===== src/rtl/mrb_pkg.sv =====
// ----------------------------------------------------------------------------
// mrb_pkg
// Widths, codes and control structs for the modal resonator bank.
// ----------------------------------------------------------------------------
`default_nettype none

package mrb_pkg;

  // bank size
  localparam int MAX_MODES = 64;
  localparam int MODE_W    = (MAX_MODES > 1) ? $clog2(MAX_MODES) : 1;
  localparam int CNT_W     = $clog2(MAX_MODES + 1);

  // field widths
  localparam int FUNC_W    = 2;
  localparam int IDX_W     = 6;
  localparam int COEF_W    = 32;
  localparam int SAMP_W    = 24;
  localparam int ST_W      = 40;
  localparam int ACTIVE_W  = 7;
  localparam int ACC_W     = ST_W + CNT_W;

  // func codes
  localparam logic [FUNC_W-1:0] FUNC_LOAD  = 2'd0;
  localparam logic [FUNC_W-1:0] FUNC_RUN   = 2'd1;
  localparam logic [FUNC_W-1:0] FUNC_CLEAR = 2'd2;

  // configuration port
  localparam int CFG_IDX_W  = 1;
  localparam int CFG_DATA_W = 32;
  localparam logic [CFG_IDX_W-1:0] REG_ACTIVE_MODES = 1'd0;
  localparam logic [CFG_IDX_W-1:0] REG_OUTPUT_GAIN  = 1'd1;
  localparam logic [COEF_W-1:0]    GAIN_RESET       = 32'h4000_0000;

  // controller to datapath
  typedef struct packed {
    logic              start;   // new sample: clear sum, latch force
    logic              load;    // write one mode's coefficients
    logic              clear;   // drop all delay states
    logic              issue;   // launch one mode into the pipeline
    logic [MODE_W-1:0] mode;
    logic              finish;  // move the sum into the output register
  } cmd_t;

  // datapath to controller
  typedef struct packed {
    logic pipe_empty;
    logic out_free;
  } stat_t;

endpackage

`default_nettype wire


===== src/rtl/mrb_regs.sv =====
// ----------------------------------------------------------------------------
// mrb_regs
// Configuration registers: active mode count and output gain.
// ----------------------------------------------------------------------------
`default_nettype none

module mrb_regs (
  input  wire logic                              clk,
  input  wire logic                              rst,
  input  wire logic                              cfg_we,
  input  wire logic [mrb_pkg::CFG_IDX_W-1:0]     cfg_index,
  input  wire logic [mrb_pkg::CFG_DATA_W-1:0]    cfg_data,
  output logic      [mrb_pkg::ACTIVE_W-1:0]      active_modes,
  output logic signed [mrb_pkg::COEF_W-1:0]      output_gain
);

  // register writes
  always_ff @(posedge clk) begin
    if (rst) begin
      active_modes <= '0;
      output_gain  <= mrb_pkg::GAIN_RESET;
    end else if (cfg_we) begin
      case (cfg_index)
        mrb_pkg::REG_ACTIVE_MODES: active_modes <= cfg_data[mrb_pkg::ACTIVE_W-1:0];
        mrb_pkg::REG_OUTPUT_GAIN:  output_gain  <= cfg_data[mrb_pkg::COEF_W-1:0];
        default: ;
      endcase
    end
  end

endmodule

`default_nettype wire


===== config.mk =====
export PLATFORM = sky130hd
export DESIGN_NAME = mrb_regs
export DESIGN_NICKNAME = d
export VERILOG_FILES = /design/src/rtl/mrb_pkg.sv /design/src/rtl/mrb_regs.sv
export SDC_FILE = /design/constraint.sdc
export NUM_CORES = 1
export LEC_CHECK = 0
export BUFFER_PORTS_ARGS = -buffer_cell sky130_fd_sc_hd__buf_2
export CAP_MARGIN = 0
export CORE_MARGIN = 2
export CORE_UTILIZATION = 45
export CTS_CLUSTER_SIZE = 40
export DETAILED_ROUTE_END_ITERATION = 7
export PLACE_DENSITY = 0.74
export SETUP_SLACK_MARGIN = 0.3
export SLEW_MARGIN = 0
export SYNTH_ARGS = -nofsm -noshare
export SYNTH_HDL_FRONTEND = slang
export SYNTH_SLANG_ARGS = --single-unit

===== constraint.sdc =====
create_clock -name clk -period 1 [get_ports clk]
set_input_delay 0.2 -clock clk [delete_from_list [all_inputs] [get_ports clk]]
set_output_delay 0.2 -clock clk [all_outputs]
set_load 0.01 [all_outputs]

### Word level (Yosys, flattened, before mapping)

Index checks and enable logic that the tools add are counted.

* register bits after elaboration: 39
* input port bits: 36
* output and inout bits: 39
* word-level logic and storage cells: 5

* bitwise logic cells: 1
* reduce and logical (&&, ||, !) cells: 2

Operators with widths (count)
* AND reduction 2 bit: 2
* inverter 1 bit: 1

### Logic depth before layout (Yosys ltp)

* depth in word-level cells: 2
* mapped depth: 5
* mapped depth without buffers: 2

### Least setup slack after synthesis

No wires, ideal clock.

* path kind: input port to flip-flop
* start: in rst
* end: reg output_gain[10] in the netlist's numbering
* arrival: 0.734 ns
* required time: 0.882 ns
* setup slack: 0.148 ns
* cell stages on the path: 4
* path buffers: 3
* cell sequence: buf_2 -> buf_2 -> buf_4 -> a21oi_2

RTL lines
* start, declared: RTL line mrb_regs.sv:9 `input wire logic rst,`
* end signal, assigned: RTL line mrb_regs.sv:21 `output_gain <= mrb_pkg::GAIN_RESET;`
* end signal, assigned: RTL line mrb_regs.sv:25 `mrb_pkg::REG_OUTPUT_GAIN: output_gain <= cfg_data[mrb_pkg::COEF_W-1:0];`
* end, declared: RTL line mrb_regs.sv:14 `output logic signed [mrb_pkg::COEF_W-1:0] output_gain`

No word-level cell between the ends.

### Final worst setup path

* start: reg output_gain[0] in the netlist's numbering
* end: out output_gain[0] in the netlist's numbering

No word-level cell between the ends.

==> flow_summary.ini <==
[logic_synthesis]
compound_gate_fraction_of_synth_area = 0.228
yosys_warnings = 0
netlist_top_cells_area = sky130_fd_sc_hd__dfxtp_1 40%, sky130_fd_sc_hd__nand3_2 10%, sky130_fd_sc_hd__a21bo_2 9.2%
postSynthNetCount = 207
synth_enable_flop_cells = 0
synth_cell_type_count = 20
post_synthesis_share_of_cell_area_spent_on_xor_and_xnor_gates = 0
synth-seq-area-share = 0.400
synth_top_cells_by_count = 39 x sky130_fd_sc_hd__dfxtp_1, 22 x sky130_fd_sc_hd__nand2b_1, 20 x sky130_fd_sc_hd__a21oi_2, 20 x sky130_fd_sc_hd__nand3_2, 18 x sky130_fd_sc_hd__a21bo_2
cell_accounting_for_the_most_synthesized_area = sky130_fd_sc_hd__dfxtp_1
synth_top_area_share = 0.400
main_combinational_cell_family_by_area_after_synthesis = compound AO/OA/AOI/OAI gates
synthesis.area_um2 = 1950
synthesis.instances = 171
yosys.area_share.simple = 0.196
synth.most_common_cell = sky130_fd_sc_hd__dfxtp_1
syn-mean-instance-area_um2 = 11.4
synthFlopType = sky130_fd_sc_hd__dfxtp_1
synth-async-reset-ratio = 0
ys_ff_latch = 39
yosys.area_share.adder = 0
mux_cell_area_share_after_synthesis = 0.0718

[layout]
antennaDiodeCount = 0
area_growth_syn_to_layout_pct = 43.3
stdcell_area_um2 = 2800
drive_gt1_frac = 0.813
nNetsFinal = 281

[pwr]
cellPowerDensity_nw_per_um2 = 1250
irDropWorstVdd_uv = 878
cellLeakagePower_nw = 1.18
finalPower_mw = 3.51

[sta]
max_freq_mhz = 1040
slew_violations = 0
setup-tns-final_ns = 0
rsz0062_at_grt = yes
tightestPinTransition_ns = 0.349
min_period_over_period = 0.961
timing_hold_violations_final = 0
finClkSkew_ns = 0
setup_viol = 0
relSlewSlack = 0.767
final.min_clock_period_ns = 0.961

[worst_hold_path]
hold_path_startpoint = cfg_data[11]
whs_path_depth = 3
worst_hold_path_type = in -> reg
min_to = output_gain[11]

[clock_network]
cts_tree = yes
clock_insertion_delay_worst_skew_ns = 0.29
number_of_cts_inserted_buffers = 5
ctsLongestPathBuffers = 2
cts.clk_slew.worst_paths_ns = 0.07
clk_root_buffer_cell = sky130_fd_sc_hd__clkbuf_8
cts.sink_count = 39
htree_levels = 2

[floorplanning]
num_io_pins = 75
fp.coreArea_um2 = 4090
chipWidth_um = 69.9
starting_density = 0.478
number_of_rows_created_at_floorplan = 23
design.die.area_um2 = 4880
floorplan.die.height_um = 69.9

[placed_design]
gp_routability_congestion = 0.694
post-dp-hpwl_mm = 2.64
placed_cell_area_um2 = 2320
portBuffers = 74

[detailed_routing]
drt-vias-per-instance = 4.95
drt_first_iter_violations = 39
drt_first_pass_iters = 4
route.vias.total = 1466
detail_route.drc_violations = 0
finalWirelength_mm = 4.01
routedWlPerCell_um = 13.5
final_antenna_net_count = 0

[critical_path]
crit-reg2reg-launch = output_gain[8]
regToRegSetupSlack_ns = 0.19
critPathTopFamily = flip-flops
setup.worst_path.class = reg -> out
cp.buffers_inverters = 1
worstPathArrival_ns = 0.76
crit_path_max_fanout = 2
crit-reg2reg-capture = output_gain[8]
critical_path.cell_chain = buf_6
worst_path_largest_cell_delay_ns = 0.36
worstSetupEndpointType = primary output
worst_r2r_path_depth = 3
crit_path_top_delay_cell = sky130_fd_sc_hd__dfxtp_4
crit_required_ns = 0.80
worstSetupStartpointType = flip-flop

[grt]
grt_antenna_before_repair = 0
via_count_of_the_first_global_routing_pass = 1460
gr-total-overflow = 0
groute.usage.overall = 0.172
global_route_wire_length_before_repair_mm = 6.76
pin_count_of_the_biggest_net_entering_global_routing = 34

[status]
status = completed

[job]
max-cap-violations = 0
state kept, by name, indices dropped and copies added, names as in the netlist:
register / count
output_gain: 32
active_modes: 7
what timing repair did:
item	CTS	global route
hold buffers	0	0
pin swaps	2	0
cloned	0	0
buffers inserted	2	2
resized for setup	73	17
setup endpoints to repair	60	69
cells by family after synthesis:
logic type	Yosys count
AND/OR/NAND/NOR	50
AO/OA/AOI/OAI	49
flip-flops	39
buffers and inverters	19
multiplexers	14
power by group:
group	leakage (nW)	switching, mW	internal (mW)
Combinational	0.796	0.287	0.376
Clock	0.0515	0.520	0.629
Sequential	0.335	0.0542	1.64
Total	1.18	0.861	2.65
cells in the final DEF (no fill, tap or decap):
master	Yosys	layout
sky130_fd_sc_hd__clkbuf_1	1	1
sky130_fd_sc_hd__nand2b_1	22	17
sky130_fd_sc_hd__dfxtp_2	0	38
sky130_fd_sc_hd__buf_12	2	4
sky130_fd_sc_hd__dfxtp_4	0	1
sky130_fd_sc_hd__nand3_1	4	4
sky130_fd_sc_hd__nand2_2	0	1
sky130_fd_sc_hd__nand2b_4	0	4
sky130_fd_sc_hd__and2_2	0	1
sky130_fd_sc_hd__buf_6	5	42
sky130_fd_sc_hd__nand2b_2	0	1
sky130_fd_sc_hd__a21oi_2	20	21
sky130_fd_sc_hd__a21bo_1	6	6
sky130_fd_sc_hd__buf_2	3	35
sky130_fd_sc_hd__a21bo_2	18	14
sky130_fd_sc_hd__and3_4	0	1
sky130_fd_sc_hd__buf_4	4	5
sky130_fd_sc_hd__and2b_2	0	1
sky130_fd_sc_hd__mux2i_1	14	14
sky130_fd_sc_hd__a21oi_1	4	3
sky130_fd_sc_hd__a21bo_4	0	4
sky130_fd_sc_hd__nand3_2	20	20
sky130_fd_sc_hd__a211o_1	1	1
sky130_fd_sc_hd__clkbuf_8	0	7
layer usage:
layer / GRT usage / vias up / part of all wire
met1: 0.216 / 677 / 0.43
met4: 0.0684 / 0 / 0.015
met3: 0.0447 / 7 / 0.050
li1: - / 735 / -
met2: 0.279 / 47 / 0.50
met5: 0 / - / 0
through the flow:
step	hold WS, ns	instances	worst slack, ns	utilization
CTS	0.142	294	0.0260	0.663
global route	0.153	296	0.00854	0.685
global placement	0.442	284	0.0172	0.568
detailed placement	0.448	284	0.000253	0.568
finish	0.154	296	0.0389	0.685
floorplan	0.331	171	0.190	-
area by class of cell:
type                       count  area (um^2)
fill                         318         1290
multi-input combinational    113         1040
sequential                    39          832
timing repair buffer          86          766
clock buffer                   8          100
tap                           50         62.6
worst max-delay path by stage:
stage                   start         endpoint  slack [ns]  depth (start not counted)
3_5_place_dp           cfg_we   output_gain[4]      0.0003                          3
3_3_place_gp              rst  output_gain[11]        0.02                          3
5_1_grt        output_gain[2]   output_gain[2]       0.009                          1
4_1_cts        output_gain[0]   output_gain[0]        0.03                          1
2_1_floorplan       cfg_index  output_gain[10]        0.19                          5
6_report       output_gain[0]   output_gain[0]        0.04                          1
(Power assumes the default switching activity.)
