===== src/rtl/mrb_pkg.sv =====
// ----------------------------------------------------------------------------
// mrb_pkg
// Widths, codes and control structs for the modal resonator bank.
// ----------------------------------------------------------------------------
`default_nettype none

package mrb_pkg;

  // bank size
  localparam int MAX_MODES = 64;
  localparam int MODE_W    = (MAX_MODES > 1) ? $clog2(MAX_MODES) : 1;
  localparam int CNT_W     = $clog2(MAX_MODES + 1);

  // field widths
  localparam int FUNC_W    = 2;
  localparam int IDX_W     = 6;
  localparam int COEF_W    = 32;
  localparam int SAMP_W    = 24;
  localparam int ST_W      = 40;
  localparam int ACTIVE_W  = 7;
  localparam int ACC_W     = ST_W + CNT_W;

  // func codes
  localparam logic [FUNC_W-1:0] FUNC_LOAD  = 2'd0;
  localparam logic [FUNC_W-1:0] FUNC_RUN   = 2'd1;
  localparam logic [FUNC_W-1:0] FUNC_CLEAR = 2'd2;

  // configuration port
  localparam int CFG_IDX_W  = 1;
  localparam int CFG_DATA_W = 32;
  localparam logic [CFG_IDX_W-1:0] REG_ACTIVE_MODES = 1'd0;
  localparam logic [CFG_IDX_W-1:0] REG_OUTPUT_GAIN  = 1'd1;
  localparam logic [COEF_W-1:0]    GAIN_RESET       = 32'h4000_0000;

  // controller to datapath
  typedef struct packed {
    logic              start;   // new sample: clear sum, latch force
    logic              load;    // write one mode's coefficients
    logic              clear;   // drop all delay states
    logic              issue;   // launch one mode into the pipeline
    logic [MODE_W-1:0] mode;
    logic              finish;  // move the sum into the output register
  } cmd_t;

  // datapath to controller
  typedef struct packed {
    logic pipe_empty;
    logic out_free;
  } stat_t;

endpackage

`default_nettype wire


===== src/rtl/mrb_ctrl.sv =====
// ----------------------------------------------------------------------------
// mrb_ctrl
// Sequencer: decodes commands, walks the active modes, drains and finishes.
// ----------------------------------------------------------------------------
`default_nettype none

module mrb_ctrl (
  input  wire logic                           clk,
  input  wire logic                           rst,
  input  wire logic                           req_valid,
  input  wire logic [mrb_pkg::FUNC_W-1:0]     func,
  input  wire logic [mrb_pkg::ACTIVE_W-1:0]   active_modes,
  input  wire mrb_pkg::stat_t                 stat,
  output logic                                req_ready,
  output mrb_pkg::cmd_t                       cmd
);

  localparam logic [1:0] S_IDLE  = 2'd0;
  localparam logic [1:0] S_RUN   = 2'd1;
  localparam logic [1:0] S_DRAIN = 2'd2;
  localparam logic [1:0] S_DONE  = 2'd3;

  logic [1:0]                state, state_next;
  logic [mrb_pkg::CNT_W-1:0] cnt, cnt_next;
  logic [mrb_pkg::CNT_W-1:0] num, num_next;
  logic [mrb_pkg::CNT_W-1:0] num_clamped;

  // mode count limited to the bank size
  always_comb begin
    if (int'(active_modes) > mrb_pkg::MAX_MODES) begin
      num_clamped = mrb_pkg::CNT_W'(mrb_pkg::MAX_MODES);
    end else begin
      num_clamped = mrb_pkg::CNT_W'(active_modes);
    end
  end

  assign req_ready = (state == S_IDLE);

  // next state and commands
  always_comb begin
    state_next = state;
    cnt_next   = cnt;
    num_next   = num;
    cmd        = '0;
    case (state)
      S_IDLE: begin
        if (req_valid) begin
          case (func)
            mrb_pkg::FUNC_LOAD: cmd.load = 1'b1;
            mrb_pkg::FUNC_RUN: begin
              cmd.start  = 1'b1;
              cnt_next   = '0;
              num_next   = num_clamped;
              state_next = S_RUN;
            end
            mrb_pkg::FUNC_CLEAR: cmd.clear = 1'b1;
            default: ;
          endcase
        end
      end
      S_RUN: begin
        if (cnt == num) begin
          state_next = S_DRAIN;
        end else begin
          cmd.issue = 1'b1;
          cmd.mode  = cnt[mrb_pkg::MODE_W-1:0];
          cnt_next  = cnt + 1'b1;
        end
      end
      S_DRAIN: begin
        if (stat.pipe_empty) state_next = S_DONE;
      end
      S_DONE: begin
        if (stat.out_free) begin
          cmd.finish = 1'b1;
          state_next = S_IDLE;
        end
      end
      default: state_next = S_IDLE;
    endcase
  end

  // state registers
  always_ff @(posedge clk) begin
    if (rst) begin
      state <= S_IDLE;
      cnt   <= '0;
      num   <= '0;
    end else begin
      state <= state_next;
      cnt   <= cnt_next;
      num   <= num_next;
    end
  end

endmodule

`default_nettype wire


===== config.mk =====
export PLATFORM = sky130hd
export DESIGN_NAME = mrb_ctrl
export DESIGN_NICKNAME = d
export VERILOG_FILES = /design/src/rtl/mrb_pkg.sv /design/src/rtl/mrb_ctrl.sv
export SDC_FILE = /design/constraint.sdc
export NUM_CORES = 1
export LEC_CHECK = 0
export BUFFER_PORTS_ARGS = -buffer_cell sky130_fd_sc_hd__buf_2
export CORE_MARGIN = 3
export CORE_UTILIZATION = 35
export CTS_CLUSTER_DIAMETER = 200
export DETAILED_ROUTE_END_ITERATION = 7
export GPL_ROUTABILITY_DRIVEN = 0
export PLACE_DENSITY = 0.62
export SETUP_SLACK_MARGIN = 0.05
export SYNTH_ARGS = -nofsm -noshare
export SYNTH_HDL_FRONTEND = slang
export SYNTH_SLANG_ARGS = --single-unit
export TNS_END_PERCENT = 30

===== constraint.sdc =====
create_clock -name clk -period 2.4 [get_ports clk]
set_clock_uncertainty 0.1 [all_clocks]
set_input_delay 0.24 -clock clk [delete_from_list [all_inputs] [get_ports clk]]
set_output_delay 0.24 -clock clk [all_outputs]
set_load 0.01 [all_outputs]

After elaboration in Yosys (flattened, before gate mapping)
Index checks and enable logic that the tools add are counted. W data, S select, Z words.

$add $sub $neg: 1. Equality and inequality tests: 12. Order comparisons: 1. Reduce and logical (&&, ||, !) cells: 6. Multiplexer cells: 20.

Operators with widths (count): $mux W7 (6); $pmux W7 S2 (1); $mux W2 (5); $ne A2 B2 Y1 const B (5); $pmux W2 S4 (1); $add A7 B1 Y7 const B (1); $eq A7 B7 Y1 (1); $gt A7 B7 Y1 const B (1); $eq A2 B2 Y1 const B (3); $mux W3 (2); $mux W1 (5); $reduce_and A5 Y1 (1); $eq A2 B1 Y1 const B (2); $logic_not A2 Y1 (2); $reduce_and A4 Y1 (1); $reduce_and A3 Y1 (1); $ne A2 B1 Y1 const B (1); $reduce_bool A2 Y1 (1).

Logic and storage cells: 43. Flip-flop bits (word level): 16. Bits of input ports: 14.

Depth between registers and ports, before layout
Gate-level depths: netlist (run 1).

Depth after elaboration: 4. Depth in mapped cells: 7. Mapped depth without buffers: 7.

Least setup slack after synthesis (run 1)
No wires, ideal clock.

Path kind: register -> register. Start point: reg state[0]. End point: reg state[0]. Library setup time: 0.139 ns. Data arrival time: 1.635 ns. Path slack: 0.526 ns. Data required time: 2.161 ns. Cell stages (with the launch flop): 6. Path through: dfxtp_1 > inv_1 > ha_1 > a222oi_1 > mux2i_1 > o311ai_1.

Word-level cells in the longest chain between the ends: 3. Elaborated cells on any way between the ends: 11.

RTL lines: start: declaration (RTL line mrb_ctrl.sv:23) `logic [1:0] state, state_next;`; start signal: assignment (RTL line mrb_ctrl.sv:90) `state <= state_next;`; $logic_not A2 Y1 (*); named net req_ready (RTL line mrb_ctrl.sv:14) `output logic req_ready,`; $ne A2 B1 Y1 (no line) / $ne A2 B2 Y1 (equally long branches); $reduce_and A5 Y1 (no line).

Mark *: on every way through the listed nets, which the timed path passes. The rest lies on a longest branch. A chain may end at the register's enable or synchronous reset.

==> qor.csv, run 1 <==
metric,value,unit
worst hold slack,0.153,ns
worst-margin pin slew,0.720,ns
Worst-Skew Late Latency,0.29,ns
share of cells above drive strength 1,22.1,%
highest clock rate,451,MHz
Post-synth EDFFs,0,
top cell type's share of synthesized area,27.3,%
Max Cap Viol,0,
Synth cell types,40,
die width,63.9,µm
GRT met3 Usage,4.22,%
Slew Limit Fails,0,
pre-CTS setup slack,0.275,ns
"flops & latches, synth",16,
fin area,1370,µm²
WP data required,2.06,ns
crit path cell chain,"xnor2_1, and4_4, nand2_1, and3_1, buf_2",
Vias/cell,5.32,
setup repair bufs after CTS,0,
CP Class,flop to output port,
hold endpoint,num[6]$_SDFFE_PP0P_,
"Cell Area, Synth",1170,µm²
Buf/Inv on CP,1,
CP Capture Type,output port,
Routed WL,2910,µm
placed wire-length estimate,2210,µm
DR vias,1149,
Ant. Diodes,0,
root buf cell,clkbuf_4,
setup TNS,0,ns
Clock Sinks,16,
Critical-path top delay cell,dfxtp_1,
"Seq/Total Area, Yosys",27.3,%
max_slew headroom,52.0,%
Total GRT Usage,15.5,%
"Period Utilization, post-route",92.4,%
status,finished clean,
# hold bufs at CTS,0,
worst r2r src,state[0]$_SDFFE_PP0P_,
crit-path leading delay family,simple AND/OR/NAND/NOR gates,
"slowest stage delay, CP",0.36,ns
Worst-path clk slew,0.10,ns
initial antenna violation count,0,
Critical Path Fanout Max,8,
post-synthesis async set-or-reset flop share,0,%
first-pass GRT wire length,5090,µm
met1 GRT Util,21.7,%
# resized after CTS,0,
FP Rows,20,
Post-DP Area,1340,µm²
wire per inst,13.5,µm
hold-critical path depth,3,
die height,63.9,µm
Critical Path Start Type,flop,
largest net degree at the start of global routing,22,
H-tree Lvls,1,
layer with the highest usage,met2,
total power,824,µW
IO Port Bufs,25,
"Hold Violations, Final",0,
Post-synth top flop,dfxtp_1,
R2R Setup Slk,0.27,ns
Inserted Clock Buffers,3,
fin nets,194,
Residual DRC,0,
RR Endpoint,state[1]$_SDFFE_PP0P_,
Initial Utilization,37.5,%
DIE AREA,4080,µm²
worst reg2reg path depth,5,
RSZ-0062 raised after global routing,false,
"antenna viol nets, final",0,
final setup margin,0.182,ns
critical path arrival,1.88,ns
clk buf depth,2,
# setup viols final,0,
DRT iter0 DRCs,51,
peak supply drop,0.313,mV
HP Start,active_modes[6],
power per cell area,601,nW/µm²
Initial DRT Pass Iterations,4,
leak pwr,0.571,nW
CTS tree,done,
mean post-synth cell area,7.92,µm²
fillers,317,
Mapped Nets,168,
Synth Warn #,0,
met2 Use GR,23.5,%
vias in the first global route,1067,
core area,3130,µm²
area grow syn2layout,17.1,%
Mapped Cells,148,
Ports,26,
"top cells by area, synth","dfxtp_1 (27%), ha_1 (6.4%), xnor2_1 (5.2%)",
clock period minus worst slack,2.22,ns
post-synth top area cell,dfxtp_1,
Hold WC Path Type,input port to flop,
gr ovfl total,0,
[sequential cells by signal (all words and copies together), names as in the netlist]
signal and cells:
cnt 7, num 7, state 2
[worst min-delay path: cells and delay by family]
kind	cells	cell delay [ns]
compound gates	1	0.05
buf+inv	1	0.14
simple gates	1	0.06
[placed cells by master (no fill, tap or decap), types with 2 or more instances in the layout]
master,count
dfxtp_1,15
nor3b_1,8
nand3_1,5
and3_1,9
a21oi_1,11
nor3_1,3
clkbuf_4,3
o311ai_1,2
o211ai_1,5
and2_1,2
nor2b_1,4
nand2_1,13
buf_2,25
buf_4,4
nand3b_1,2
mux2i_1,3
nand4_1,5
xnor2_1,6
o21ai_0,2
inv_1,6
ha_1,6
nor2_1,14
[cell families after synthesis]
logic type	share of synthesized area [%]
compound gates	18.9
xor+xnor	5.23
fa+ha+maj	6.40
simple gates	33.8
mux	2.56
buf+inv	5.76
flops	27.3
[cells in the mapped netlist, drive strengths merged, types with 3 or more instances]
library cell / instances
and3: 9
nand2: 13
nand4: 5
clkbuf: 3
mux2i: 3
nor3b: 8
a21oi: 11
nand3: 5
ha: 6
nor2: 14
buf: 5
xnor2: 7
nor2b: 4
dfxtp: 16
inv: 7
o21ai: 3
o211ai: 5
nor3: 4
[report_power, final]
group / total [mW] / internal [mW] / switching (mW)
clock: 0.143 / 0.0583 / 0.0851
combinational: 0.376 / 0.143 / 0.233
sequential: 0.304 / 0.285 / 0.0193
total: 0.824 / 0.487 / 0.338
[through the flow]
| stage | utilization (%) | instances |
|---|---|---|
| after floorplan | - | 148 |
| after global placement | 42.9 | 213 |
| after detailed placement | 42.9 | 213 |
| after CTS | 43.6 | 216 |
| after global routing | 43.9 | 216 |
| final | 43.9 | 216 |
[cell type report]
| type | count | area [µm²] | share of cell area, % |
|---|---|---|---|
| Inverter | 7 | 26.3 | 1.91 |
| Clock buffer | 3 | 22.5 | 1.64 |
| Timing Repair Buffer | 29 | 155 | 11.3 |
| Tap cell | 44 | 55.1 | 4.01 |
| Sequential cell | 16 | 322 | 23.4 |
| Multi-Input combinational cell | 117 | 792 | 57.7 |
[worst max path at each step]
| stage | from | endpoint | cells past startpoint |
|---|---|---|---|
| after floorplan | state[0]$_SDFFE_PP0P_ | state[0]$_SDFFE_PP0P_ | 5 |
| after global placement | state[0]$_SDFFE_PP0P_ | state[0]$_SDFFE_PP0P_ | 5 |
| after detailed placement | state[0]$_SDFFE_PP0P_ | state[1]$_SDFFE_PP0P_ | 5 |
| after CTS | cnt[3]$_SDFFE_PP0P_ | cmd[3] | 5 |
| after global routing | cnt[2]$_SDFFE_PP0P_ | cmd[4] | 5 |
| final | cnt[0]$_SDFFE_PP0P_ | cmd[4] | 5 |
[metal layers]
metal | up-vias | part of all wire (%)
li1 | 595 | -
met1 | 520 | 48
met2 | 32 | 45
met3 | 2 | 6.3
met4 | 0 | 0.69
met5 | - | 0
Power figures use the tool's default switching activity.
==> run 2: changes to the inputs <==
- PLACE_DENSITY: 0.62 -> 0.53
==> run 2 against run 1 <==
Net effect: total power grew 6.5%; die area is the same; count of clock-buffer cells in the layout grew 1; critical path type unchanged; largest cell class unchanged; largest power group unchanged; highest routed layer unchanged.
==> qor.csv, run 2 (synthesis gave the netlist of run 1 again) <==
metric,value,unit
RR Endpoint,cnt[2]$_SDFFE_PP0P_,
CTS tree,done,
wire per inst,13.5,µm
WP data required,2.06,ns
RSZ-0062 raised after global routing,true,
DRT iter0 DRCs,73,
largest net degree at the start of global routing,22,
clk buf depth,2,
highest clock rate,453,MHz
"most common cell after layout, fill and taps aside",buf_2,
CP Capture Type,output port,
first-pass GRT wire length,5240,µm
DR vias,1129,
"Hold Violations, Final",0,
Residual DRC,0,
"Period Utilization, post-route",92.0,%
die width,63.9,µm
Ports,26,
Vias/cell,5.20,
H-tree Lvls,1,
critical path arrival,1.87,ns
final core occ,44.3,%
leak pwr,0.578,nW
Hold WC Path Type,input port to flop,
placed wire-length estimate,2230,µm
Ant. Diodes,0,
# setup viols final,0,
Initial DRT Pass Iterations,4,
HP Start,active_modes[6],
Largest regs,"cnt (7), num (7), state (2)",
share of cells above drive strength 1,22.5,%
peak supply drop,0.421,mV
Clock Sinks,16,
root buf cell,clkbuf_4,
Inserted Clock Buffers,3,
initial antenna violation count,0,
worst r2r src,state[1]$_SDFFE_PP0P_,
Max Cap Viol,0,
worst-margin pin slew,0.497,ns
Slew Limit Fails,0,
worst reg2reg path depth,6,
max_slew headroom,66.8,%
setup TNS,0,ns
status,finished clean,
fin nets,194,
Layout Cells excl Fill,217,
"antenna viol nets, final",0,
hold endpoint,num[6]$_SDFFE_PP0P_,
Routed WL,2930,µm
IO Port Bufs,25,
area grow syn2layout,18.2,%
Initial Utilization,37.5,%
CP Class,flop to output port,
FP Rows,20,
Worst-path clk slew,0.10,ns
Cells after DPL,212,
Critical Path Start Type,flop,
DIE AREA,4080,µm²
Worst-Skew Late Latency,0.29,ns
"commonest cells after routing, fill and taps aside","buf_2 (25), dfxtp_1 (15), nor2_1 (14), nand2_1 (13), a21oi_1 (11)",
R2R Setup Slk,0.40,ns
gr ovfl total,0,
# hold bufs at CTS,0,
die height,63.9,µm
clock period minus worst slack,2.21,ns
Critical Path Fanout Max,8,
vias in the first global route,1113,
power per cell area,633,nW/µm²
core area,3130,µm²
hold-critical path depth,3,
Total GRT Usage,15.7,%
run 2: cell types whose count changed in the layout (fill, tap and decap cells not counted):
| cell | before | now |
|---|---|---|
| clkbuf_8 | 0 | 1 |
run 2: how the worst max path moves through the flow:
stage               depth (start not counted)             startpoint  slack, ns                     to
detailed placement                          5  state[0]$_SDFFE_PP0P_       0.29  state[0]$_SDFFE_PP0P_
global placement                            5  state[0]$_SDFFE_PP0P_       0.38  state[1]$_SDFFE_PP0P_
CTS                                         5    cnt[3]$_SDFFE_PP0P_       0.14                 cmd[2]
floorplan                                   5  state[0]$_SDFFE_PP0P_       0.53  state[0]$_SDFFE_PP0P_
finish                                      5    cnt[0]$_SDFFE_PP0P_       0.19                 cmd[3]
global route                                5    cnt[0]$_SDFFE_PP0P_       0.02                 cmd[1]
run 2: critical path, stage by stage (launching register included):
cell and delay, ns:
dfxtp_1 0.38, xnor2_1 0.29, and4_4 0.35, nand2_1 0.18
and3_1 0.23, buf_2 0.13
run 2: metal layers:
metal	vias to the layer above	GRT usage (%)	routed length, µm
met1	514	20.8	1440
met4	0	5.39	15
met3	2	3.34	151
met5	-	0	0
met2	23	25.0	1330
li1	590	-	-
run 2: report_power, final:
part	switching [mW]	internal, mW	total, mW
logic	0.239	0.153	0.391
clock network	0.0893	0.0923	0.182
registers	0.0196	0.285	0.305
run 2: layout make-up:
type / instances / area (µm²)
repair buffers: 29 / 155
clock buffers: 4 / 36.3
well taps: 44 / 55.1
fillers: 327 / 1740
flip-flops and latches: 16 / 322
multi-input cells: 117 / 792
inverters: 7 / 26.3
run 2: repair_timing:
| action | 4_1_cts | 5_1_grt |
|---|---|---|
| gates resized for setup | 0 | 2 |
| hold endpoints to repair | 0 | 0 |
| setup buffers | 0 | 1 |
| setup endpoints to repair | 0 | 9 |
run 2: metrics by stage:
stage               cell area, µm²  power (mW)  setup WS [ns]  hold slack [ns]
finish                        1390       0.878          0.192            0.145
global route                  1390       0.960         0.0186            0.129
global placement              1330       0.674          0.383            0.363
CTS                           1370       0.875          0.137            0.127
floorplan                     1170       0.590          0.526            0.276
detailed placement            1330       0.687          0.289            0.373
